### config.mk
export PLATFORM = sky130hd
export DESIGN_NAME = xxtea_block_cipher_flat
export DESIGN_NICKNAME = d
export VERILOG_FILES = /design/src/design/xxtea_pkg.sv /design/src/design/xxtea_if.sv /design/src/design/xxtea_mix.sv /design/src/design/xxtea_block_cipher.sv /design/src/flat_wrapper.sv
export SDC_FILE = /design/constraint.sdc
export NUM_CORES = 2
export LEC_CHECK = 0
export ABC_AREA = 0
export ABC_CLOCK_PERIOD_IN_PS = 10850
export BUFFER_PORTS_ARGS = -buffer_cell sky130_fd_sc_hd__buf_4
export CORE_AREA = 3 3 340 342
export DETAILED_ROUTE_END_ITERATION = 8
export DIE_AREA = 0 0 343 345
export GPL_TIMING_DRIVEN = 0
export MAX_ROUTING_LAYER = met4
export PLACE_DENSITY = 0.54
export SYNTH_ARGS = -nofsm -noshare
export SYNTH_HDL_FRONTEND = slang
export SYNTH_SLANG_ARGS = --single-unit
### constraint.sdc
create_clock -name clk_i -period 10.85 [get_ports clk_i]
set_input_delay 1.6275 -clock clk_i [delete_from_list [all_inputs] [get_ports clk_i]]
set_output_delay 1.6275 -clock clk_i [all_outputs]
set_load 0.05 [all_outputs]
### src/design/xxtea_pkg.sv
package xxtea_pkg;

  // Data path
  localparam int unsigned DATA_W = 32;
  localparam logic [DATA_W-1:0] DELTA = 32'h9e37_79b9;

  // Key register file
  localparam int unsigned KEY_WORDS = 4;
  localparam int unsigned CFG_IDX_W = 2;
  localparam logic [CFG_IDX_W-1:0] REG_KEY0 = 2'd0;
  localparam logic [CFG_IDX_W-1:0] REG_KEY1 = 2'd1;
  localparam logic [CFG_IDX_W-1:0] REG_KEY2 = 2'd2;
  localparam logic [CFG_IDX_W-1:0] REG_KEY3 = 2'd3;

  // Round count: block length fits 7 bits, at most 32 rounds for n >= 2
  localparam int unsigned LEN_W = 7;
  localparam int unsigned ROUNDS_W = 6;

  typedef enum logic [2:0] {
    ST_LOAD,
    ST_SETUP0,
    ST_SETUP1,
    ST_SETUP2,
    ST_ROUND,
    ST_EMIT
  } state_e;

  // Operands of one mixing step
  typedef struct packed {
    logic              dec;
    logic [DATA_W-1:0] y;
    logic [DATA_W-1:0] z;
    logic [DATA_W-1:0] sum;
    logic [DATA_W-1:0] key;
    logic [DATA_W-1:0] cur;
  } mix_op_t;

  // 6 + 52/n for n >= 2 as a compare ladder
  function automatic logic [ROUNDS_W-1:0] rounds_for(input logic [LEN_W-1:0] n);
    logic [ROUNDS_W-1:0] r;
    if (n <= 7'd2) begin
      r = 6'd32;
    end else if (n == 7'd3) begin
      r = 6'd23;
    end else if (n == 7'd4) begin
      r = 6'd19;
    end else if (n == 7'd5) begin
      r = 6'd16;
    end else if (n == 7'd6) begin
      r = 6'd14;
    end else if (n == 7'd7) begin
      r = 6'd13;
    end else if (n == 7'd8) begin
      r = 6'd12;
    end else if (n <= 7'd10) begin
      r = 6'd11;
    end else if (n <= 7'd13) begin
      r = 6'd10;
    end else if (n <= 7'd17) begin
      r = 6'd9;
    end else if (n <= 7'd26) begin
      r = 6'd8;
    end else if (n <= 7'd52) begin
      r = 6'd7;
    end else begin
      r = 6'd6;
    end
    return r;
  endfunction

endpackage

### src/design/xxtea_if.sv
// Input word channel
interface xxtea_in_if;
  import xxtea_pkg::*;
  logic              valid;
  logic              ready;
  logic              mode;
  logic [DATA_W-1:0] data_word;
  logic              last_word;

  modport source (output valid, mode, data_word, last_word, input ready);
  modport sink   (input valid, mode, data_word, last_word, output ready);
endinterface

// Result word channel
interface xxtea_out_if;
  import xxtea_pkg::*;
  logic              valid;
  logic              ready;
  logic [DATA_W-1:0] result_word;
  logic              result_last;
  logic              overflow;

  modport source (output valid, result_word, result_last, overflow, input ready);
  modport sink   (input valid, result_word, result_last, overflow, output ready);
endinterface

### src/design/xxtea_mix.sv
// One XXTEA mixing step: cur +/- MX(y, z, sum, key)
module xxtea_mix (
  input  xxtea_pkg::mix_op_t              op_i,
  output logic [xxtea_pkg::DATA_W-1:0]    res_o
);
  import xxtea_pkg::*;

  logic [DATA_W-1:0] a;
  logic [DATA_W-1:0] b;
  logic [DATA_W-1:0] mx;

  assign a  = ((op_i.z >> 5) ^ (op_i.y << 2)) + ((op_i.y >> 3) ^ (op_i.z << 4));
  assign b  = (op_i.sum ^ op_i.y) + (op_i.key ^ op_i.z);
  assign mx = a ^ b;

  assign res_o = op_i.dec ? (op_i.cur - mx) : (op_i.cur + mx);

endmodule

### src/design/xxtea_block_cipher.sv
// Channel  Dir  Handshake      Payload
// req_i    in   valid/ready    mode, data_word, last_word
// res_o    out  valid/ready    result_word, result_last, overflow
// cfg      in   cfg_we_i only  cfg_idx_i (key word), cfg_data_i
//
// Each word of a block is taken in one cycle. After the last word the block
// runs states SETUP0, SETUP1 and SETUP2, then one mixing step per cycle
// through the shared mix unit and the block store (separate write and read
// ports). Results leave one word per cycle while res_o is ready; a one-word
// block skips the rounds. req_i.ready is low from the last word until the
// final result is taken. Reset is asynchronous; the store is not cleared.
module xxtea_block_cipher #(
  parameter int unsigned MAX_WORDS = 16
) (
  input  logic                               clk_i,
  input  logic                               rst_ni,
  xxtea_in_if.sink                           req_i,
  xxtea_out_if.source                        res_o,
  input  logic                               cfg_we_i,
  input  logic [xxtea_pkg::CFG_IDX_W-1:0]    cfg_idx_i,
  input  logic [xxtea_pkg::DATA_W-1:0]       cfg_data_i
);
  import xxtea_pkg::*;

  localparam int unsigned AW = (MAX_WORDS > 1) ? $clog2(MAX_WORDS) : 1;
  localparam int unsigned CW = $clog2(MAX_WORDS + 1);

  // Control state
  state_e                state_q, state_d;
  logic [CW-1:0]         count_q;
  logic                  mode_q;
  logic                  ovf_q;
  logic [ROUNDS_W-1:0]   rounds_q;
  logic [AW-1:0]         p_q;
  logic [AW-1:0]         rp_q;
  logic [AW-1:0]         k_q;
  logic [DATA_W-1:0]     key_q [KEY_WORDS];

  // Step data
  logic [DATA_W-1:0]     carry_q;
  logic [DATA_W-1:0]     cur_q;
  logic [DATA_W-1:0]     sum_q;

  // Block store
  logic [DATA_W-1:0]     mem [MAX_WORDS];
  logic [DATA_W-1:0]     rd_q;
  logic                  mem_we;
  logic                  mem_re;
  logic [AW-1:0]         mem_waddr;
  logic [AW-1:0]         mem_raddr;
  logic [DATA_W-1:0]     mem_wdata;

  logic                  in_acc;
  logic                  out_acc;
  logic                  full;
  logic [AW-1:0]         last_idx;
  logic [AW-1:0]         rp_next;
  logic [AW-1:0]         p_start;
  logic [AW-1:0]         first_fresh;
  logic                  round_end;
  logic                  final_step;
  logic                  emit_last;
  logic [1:0]            key_sel;
  mix_op_t               mix_op;
  logic [DATA_W-1:0]     mix_res;

  assign in_acc   = req_i.valid & req_i.ready;
  assign out_acc  = res_o.valid & res_o.ready;
  assign full     = (count_q == CW'(MAX_WORDS));
  assign last_idx = AW'(count_q - CW'(1));

  // Step pointers: encrypt walks up, decrypt walks down, both wrap at n
  assign p_start     = mode_q ? last_idx : '0;
  assign first_fresh = mode_q ? AW'(count_q - CW'(2)) : AW'(1);
  assign rp_next     = mode_q ? ((rp_q == '0) ? last_idx : rp_q - AW'(1))
                              : ((rp_q == last_idx) ? '0 : rp_q + AW'(1));
  assign round_end   = mode_q ? (p_q == '0) : (p_q == last_idx);
  assign final_step  = round_end && (rounds_q == ROUNDS_W'(1));
  assign emit_last   = (k_q == last_idx);

  // Mix operands: fresh word from the store, chained word from the carry
  assign key_sel      = 2'(p_q) ^ sum_q[3:2];
  assign mix_op.dec   = mode_q;
  assign mix_op.y     = mode_q ? carry_q : rd_q;
  assign mix_op.z     = mode_q ? rd_q : carry_q;
  assign mix_op.sum   = sum_q;
  assign mix_op.key   = key_q[key_sel];
  assign mix_op.cur   = cur_q;

  xxtea_mix u_mix (
    .op_i  (mix_op),
    .res_o (mix_res)
  );

  // Next state
  always_comb begin
    state_d = state_q;
    unique case (state_q)
      ST_LOAD: begin
        if (in_acc && req_i.last_word) begin
          state_d = (count_q == '0) ? ST_EMIT : ST_SETUP0;
        end
      end
      ST_SETUP0: state_d = ST_SETUP1;
      ST_SETUP1: state_d = ST_SETUP2;
      ST_SETUP2: state_d = ST_ROUND;
      ST_ROUND: begin
        if (final_step) begin
          state_d = ST_EMIT;
        end
      end
      ST_EMIT: begin
        if (out_acc && emit_last) begin
          state_d = ST_LOAD;
        end
      end
      default: state_d = ST_LOAD;
    endcase
  end

  // Handshakes and store access
  always_comb begin
    req_i.ready = 1'b0;
    res_o.valid = 1'b0;
    mem_we      = 1'b0;
    mem_waddr   = '0;
    mem_wdata   = req_i.data_word;
    mem_re      = 1'b0;
    mem_raddr   = '0;
    unique case (state_q)
      ST_LOAD: begin
        req_i.ready = 1'b1;
        if (in_acc && !full) begin
          mem_we    = 1'b1;
          mem_waddr = AW'(count_q);
        end
        // one-word block: fetch it back right away
        if (in_acc && req_i.last_word && count_q == '0) begin
          mem_re = 1'b1;
        end
      end
      ST_SETUP0: begin
        mem_re    = 1'b1;
        mem_raddr = mode_q ? '0 : last_idx;
      end
      ST_SETUP1: begin
        mem_re    = 1'b1;
        mem_raddr = mode_q ? last_idx : '0;
      end
      ST_SETUP2: begin
        mem_re    = 1'b1;
        mem_raddr = first_fresh;
      end
      ST_ROUND: begin
        mem_we    = 1'b1;
        mem_waddr = p_q;
        mem_wdata = mix_res;
        mem_re    = 1'b1;
        mem_raddr = final_step ? '0 : rp_next;
      end
      ST_EMIT: begin
        res_o.valid = 1'b1;
        if (out_acc && !emit_last) begin
          mem_re    = 1'b1;
          mem_raddr = k_q + AW'(1);
        end
      end
      default: ;
    endcase
  end

  assign res_o.result_word = rd_q;
  assign res_o.result_last = emit_last;
  assign res_o.overflow    = ovf_q;

  // Block store, write-first on a same-address read
  always_ff @(posedge clk_i) begin
    if (mem_we) begin
      mem[mem_waddr] <= mem_wdata;
    end
    if (mem_re) begin
      rd_q <= (mem_we && mem_waddr == mem_raddr) ? mem_wdata : mem[mem_raddr];
    end
  end

  // Control registers and keys
  always_ff @(posedge clk_i or negedge rst_ni) begin
    if (!rst_ni) begin
      state_q  <= ST_LOAD;
      count_q  <= '0;
      mode_q   <= 1'b0;
      ovf_q    <= 1'b0;
      rounds_q <= '0;
      p_q      <= '0;
      rp_q     <= '0;
      k_q      <= '0;
      for (int i = 0; i < KEY_WORDS; i++) begin
        key_q[i] <= '0;
      end
    end else begin
      state_q <= state_d;

      if (cfg_we_i) begin
        unique case (cfg_idx_i)
          REG_KEY0: key_q[0] <= cfg_data_i;
          REG_KEY1: key_q[1] <= cfg_data_i;
          REG_KEY2: key_q[2] <= cfg_data_i;
          REG_KEY3: key_q[3] <= cfg_data_i;
          default: ;
        endcase
      end

      unique case (state_q)
        ST_LOAD: begin
          if (in_acc) begin
            if (count_q == '0) begin
              mode_q <= req_i.mode;
            end
            if (!full) begin
              count_q <= count_q + CW'(1);
            end else begin
              ovf_q <= 1'b1;
            end
            k_q <= '0;
          end
        end
        ST_SETUP0: rounds_q <= rounds_for(LEN_W'(count_q));
        ST_SETUP1: ;
        ST_SETUP2: begin
          rp_q <= first_fresh;
          p_q  <= p_start;
        end
        ST_ROUND: begin
          rp_q <= rp_next;
          if (round_end) begin
            rounds_q <= rounds_q - ROUNDS_W'(1);
            p_q      <= p_start;
          end else begin
            p_q <= mode_q ? p_q - AW'(1) : p_q + AW'(1);
          end
          if (final_step) begin
            k_q <= '0;
          end
        end
        ST_EMIT: begin
          if (out_acc) begin
            if (emit_last) begin
              count_q <= '0;
              ovf_q   <= 1'b0;
            end else begin
              k_q <= k_q + AW'(1);
            end
          end
        end
        default: ;
      endcase
    end
  end

  // Step data: carry chain, current word and round sum
  always_ff @(posedge clk_i) begin
    unique case (state_q)
      ST_SETUP1: begin
        carry_q <= rd_q;
        sum_q   <= mode_q ? (DELTA * DATA_W'(rounds_q)) : DELTA;
      end
      ST_SETUP2: cur_q <= rd_q;
      ST_ROUND: begin
        carry_q <= mix_res;
        cur_q   <= rd_q;
        if (round_end) begin
          sum_q <= mode_q ? (sum_q - DELTA) : (sum_q + DELTA);
        end
      end
      ST_LOAD, ST_SETUP0, ST_EMIT: ;
      default: ;
    endcase
  end

endmodule

### src/flat_wrapper.sv
// flat-port wrapper written by rule: the top's interface ports become plain ports
module xxtea_block_cipher_flat import xxtea_pkg::*;
#(
  parameter int unsigned MAX_WORDS = 16
)
  (clk_i, rst_ni, cfg_we_i, cfg_idx_i, cfg_data_i, req_i_valid, req_i_mode, req_i_data_word, req_i_last_word, req_i_ready, res_o_valid, res_o_result_word, res_o_result_last, res_o_overflow, res_o_ready);
  xxtea_in_if req_i_i ();
  xxtea_out_if res_o_i ();
  input  logic clk_i;
  input  logic rst_ni;
  input  logic cfg_we_i;
  input  logic [xxtea_pkg::CFG_IDX_W-1:0] cfg_idx_i;
  input  logic [xxtea_pkg::DATA_W-1:0] cfg_data_i;
  input wire logic [$bits(req_i_i.valid)-1:0] req_i_valid;
  input wire logic [$bits(req_i_i.mode)-1:0] req_i_mode;
  input wire logic [$bits(req_i_i.data_word)-1:0] req_i_data_word;
  input wire logic [$bits(req_i_i.last_word)-1:0] req_i_last_word;
  output wire logic [$bits(req_i_i.ready)-1:0] req_i_ready;
  output wire logic [$bits(res_o_i.valid)-1:0] res_o_valid;
  output wire logic [$bits(res_o_i.result_word)-1:0] res_o_result_word;
  output wire logic [$bits(res_o_i.result_last)-1:0] res_o_result_last;
  output wire logic [$bits(res_o_i.overflow)-1:0] res_o_overflow;
  input wire logic [$bits(res_o_i.ready)-1:0] res_o_ready;
  assign req_i_i.valid = req_i_valid;
  assign req_i_i.mode = req_i_mode;
  assign req_i_i.data_word = req_i_data_word;
  assign req_i_i.last_word = req_i_last_word;
  assign req_i_ready = req_i_i.ready;
  assign res_o_valid = res_o_i.valid;
  assign res_o_result_word = res_o_i.result_word;
  assign res_o_result_last = res_o_i.result_last;
  assign res_o_overflow = res_o_i.overflow;
  assign res_o_i.ready = res_o_ready;
  xxtea_block_cipher #(.MAX_WORDS(MAX_WORDS)) u_core (.clk_i(clk_i), .rst_ni(rst_ni), .req_i(req_i_i), .res_o(res_o_i), .cfg_we_i(cfg_we_i), .cfg_idx_i(cfg_idx_i), .cfg_data_i(cfg_data_i));
endmodule
==> summary.txt <==
Global routing
  – Gr busiest metal: met2
  – Gr ovfl total: 0
  – First-pass GRT wire length: between 200000 and 250000 µm
  – Vias in the first global route: 32500
  – Met1 Track Usage GR: 35.8%
  – Grt met3 use: 3.38%
  – Largest net degree at the start of global routing: 93
  – M2 GR Usage: 40.5%
  – Total track usage: 26.1%
  – Initial antenna violation count: 1

Timing
  – Final hold viol count: 0
  – Slew Limit Headroom: 14.7%
  – Final-report setup violation count: 0
  – Fin crit period: 10.44 ns
  – Tcrit/Tclk final: between 90% and 100%
  – Layout Skew: 0.0470 ns
  – Worst-Margin Slew: 1.27 ns
  – Slew Limit Fails: 0
  – RSZ-0062 raised after global routing: false
  – Fmax: approximately 0.096 GHz

CTS
  – Root buffer cell: clkbuf_16
  – Worst skew pair latency: ~0.67 ns
  – CTS sink cnt: between 700 and 800
  – Max clock buf depth: 3
  – CTS tree: built
  – Post-CTS Setup Inserts: 0
  – CTS Buf Count: about 90
  – H-tree depth: 3
  – Worst-path clk slew: roughly 0.060 ns

Die
  – Top Ports: 109
  – Core ar.: ~0.11 mm²
  – Die Wd: 343 µm
  – Die Ht: 345 µm
  – Initial Util: 40.1%
  – DIE AREA: 0.118 mm²
  – Std-Cell Rows: 123

Worst setup path
  – Worst reg2reg path depth: 32
  – R2R Setup Slk: just over 0.4 ns
  – Crit start category: register
  – Buf/Inv on CP: 6
  – Critical path arrival: roughly 11 ns
  – Worst flop-to-flop path startpoint: u_core.mode_q$_DFFE_PN0P_
  – Worst EP required: 11.18 ns
  – RR Endpoint: u_core.mem[1][31]$_DFFE_PP_
  – CP top delay family: buffers and inverters
  – Max FO, Critical Path: 16
  – Crit Path Class: register to register
  – Critical Path Max Stage Delay: 0.89 ns
  – Slowest stage cell on the critical path: buf_1
  – CP endpoint kind: register

Logic synthesis
  – #FFs+latches synth: between 700 and 800
  – Count of different cell masters after synthesis: 86
  – Dominant cell type by area after synthesis: edfxtp_1
  – Top post-synthesis cells by area: edfxtp_1 43%, dfrtp_1 8.6%, nand2_1 6.6%
  – Sequential fraction of the synthesis area: 51.2%
  – Async S/R FF share, synth: 19.6%
  – Synth Flop Type: edfxtp_1
  – Yosys top cell area share: a little over two fifths
  – Synth Instances: 4112
  – Cell Area, Synth: 0.0451 mm²
  – Synthesized Nets: 4419
  – Mean Syn Cell Area: 11.0 µm²
  – Syn. warnings: 0
  – Top cells by count, synth: 788 x nand2_1, 640 x edfxtp_1, 226 x xnor2_1
  – Number of synthesized flops with an enable pin: 640
  – Count leader, synth: nand2_1

Place
  – Placed cell area: 0.0484 mm²
  – Routability cong.: approximately 0.95
  – Dpl hpwl: around 110000 µm
  – Port bufs: approximately 110

Cells and area
  – Area growth, synth to finish: 13.3%
  – Share of cells above drive strength 1: 11.5%
  – Cell area after layout: ~0.051 mm²
  – Diode count: 0
  – Nets: 4640

Routing
  – 1st-iter DRT viols: 3417
  – Wirelength per Cell: 26.0 µm
  – Via/cell ratio: 5.75
  – First-pass DRT Iterations: 6
  – Via Count: 33900
  – WL final: 153000 µm
  – Antenna-violating nets left: 0
  – DRC Markers: 0

Outcome
  – Status: finished, final reports clean

Worst hold path
  – Hold depth: 1
  – Hold Crit Class: register to register
  – WHS Endpoint: u_core.key_q[13]$_DFFE_PN0P_
  – HP Start: u_core.key_q[13]$_DFFE_PN0P_

Flow run
  – Max-Cap Viols: 0
==> how the worst max path moves through the flow <==
stage                         startpoint  slack [ns]  cells after the start                                      to
2_1_floorplan  u_core.mode_q$_DFFE_PN0P_        2.64                     33  u_core.res_o.result_word[29]$_DFFE_PP_
3_3_place_gp   u_core.mode_q$_DFFE_PN0P_       -0.37                     31  u_core.res_o.result_word[29]$_DFFE_PP_
3_5_place_dp   u_core.mode_q$_DFFE_PN0P_       -0.37                     31  u_core.res_o.result_word[29]$_DFFE_PP_
4_1_cts        u_core.mode_q$_DFFE_PN0P_        0.13                     31  u_core.res_o.result_word[29]$_DFFE_PP_
5_1_grt        u_core.mode_q$_DFFE_PN0P_        0.05                     31             u_core.mem[8][31]$_DFFE_PP_
6_report       u_core.mode_q$_DFFE_PN0P_        0.41                     32             u_core.mem[1][31]$_DFFE_PP_
==> layer usage <==
metal / wire (µm) / part of all wire, %
met5: 0 / 0
met1: 66900 / 44
met4: 5190 / 3.4
met3: 10100 / 6.6
met2: 71200 / 46
==> layout make-up <==
class                   count  area, µm²
fillers                 10700      61500
flip-flops and latches    796      23100
repair buffers            131       1280
multi-input cells        2997      21000
well taps                1500       1880
inverters                 115        432
clock buffers             112       2300
clock inverters            43        369
plain buffers             204        816
==> stage by stage <==
stage	TNS [ns]	cells	worst slack, ns	hold slack, ns	utilization, %
global route	0	5898	0.0491	0.508	45.4
finish	0	5898	0.415	0.498	45.4
detailed placement	-16.10	5742	-0.366	0.487	43.0
CTS	0	5897	0.129	0.500	45.4
global placement	-16.49	5720	-0.367	0.481	42.5
floorplan	0	4112	2.64	0.474	-
==> state kept, by name (all words and copies together), names as in the netlist <==
register / cells
u_core.mem: 512
u_core.key_q: 128
u_core.carry_q: 32
u_core.cur_q: 32
u_core.res_o.result_word: 32
u_core.sum_q: 32
u_core.rounds_q: 6
u_core.count_q: 5
u_core.k_q: 4
u_core.p_q: 4
u_core.rp_q: 4
u_core.state_q: 3
u_core.mode_q: 1
u_core.res_o.overflow: 1
==> logic make-up (layout without fill, tap and decap cells) <==
group	after synthesis	after routing	synth area share, %
AO/OA/AOI/OAI	832	832	12.4
XOR/XNOR	336	336	6.75
adder cells (fa/ha/maj)	234	234	7.10
buffers and inverters	319	605	2.74
flip-flops	796	796	51.2
multiplexers	237	237	6.51
AND/OR/NAND/NOR	1358	1358	13.3
==> timing repair <==
| action | CTS | global route |
|---|---|---|
| hold buffers | 0 | 0 |
| gates resized for setup | 5 | 10 |
| setup endpoints to repair | 68 | 69 |
| gates cloned | 0 | 0 |
==> placed cells by master (no fill, tap or decap), types with 16 or more instances in the layout <==
| master | netlist | layout |
|---|---|---|
| nand2_1 | 788 | 784 |
| edfxtp_1 | 640 | 640 |
| xnor2_1 | 226 | 225 |
| a21oi_1 | 205 | 204 |
| ha_1 | 197 | 197 |
| clkbuf_1 | 147 | 165 |
| nor2_1 | 181 | 163 |
| dfrtp_1 | 156 | 155 |
| and3_1 | 135 | 135 |
| mux2_2 | 131 | 131 |
| inv_1 | 112 | 111 |
| o21ai_0 | 112 | 111 |
| buf_4 | 1 | 110 |
| xor2_1 | 102 | 102 |
| clkbuf_16 | 0 | 88 |
| a21o_1 | 84 | 84 |
| nand3_1 | 80 | 80 |
| a311oi_1 | 79 | 79 |
| a31oi_1 | 75 | 75 |
| mux2i_1 | 73 | 73 |
| a211oi_1 | 68 | 68 |
| nor3_1 | 41 | 41 |
| o21a_1 | 38 | 38 |
| fa_1 | 37 | 37 |
| mux4_2 | 32 | 32 |
| buf_2 | 30 | 31 |
| o31ai_1 | 29 | 29 |
| buf_1 | 26 | 24 |
| nand2b_1 | 24 | 24 |
| nor2b_1 | 23 | 23 |
| nor2_4 | 0 | 18 |
| o211ai_1 | 17 | 17 |
| nand4_1 | 17 | 17 |
| clkinv_1 | 0 | 17 |
| clkinv_2 | 0 | 16 |
| buf_12 | 0 | 16 |
Power is not shown: default switching activity piles up to over one toggle a cycle in this logic, so the estimate is an artifact.
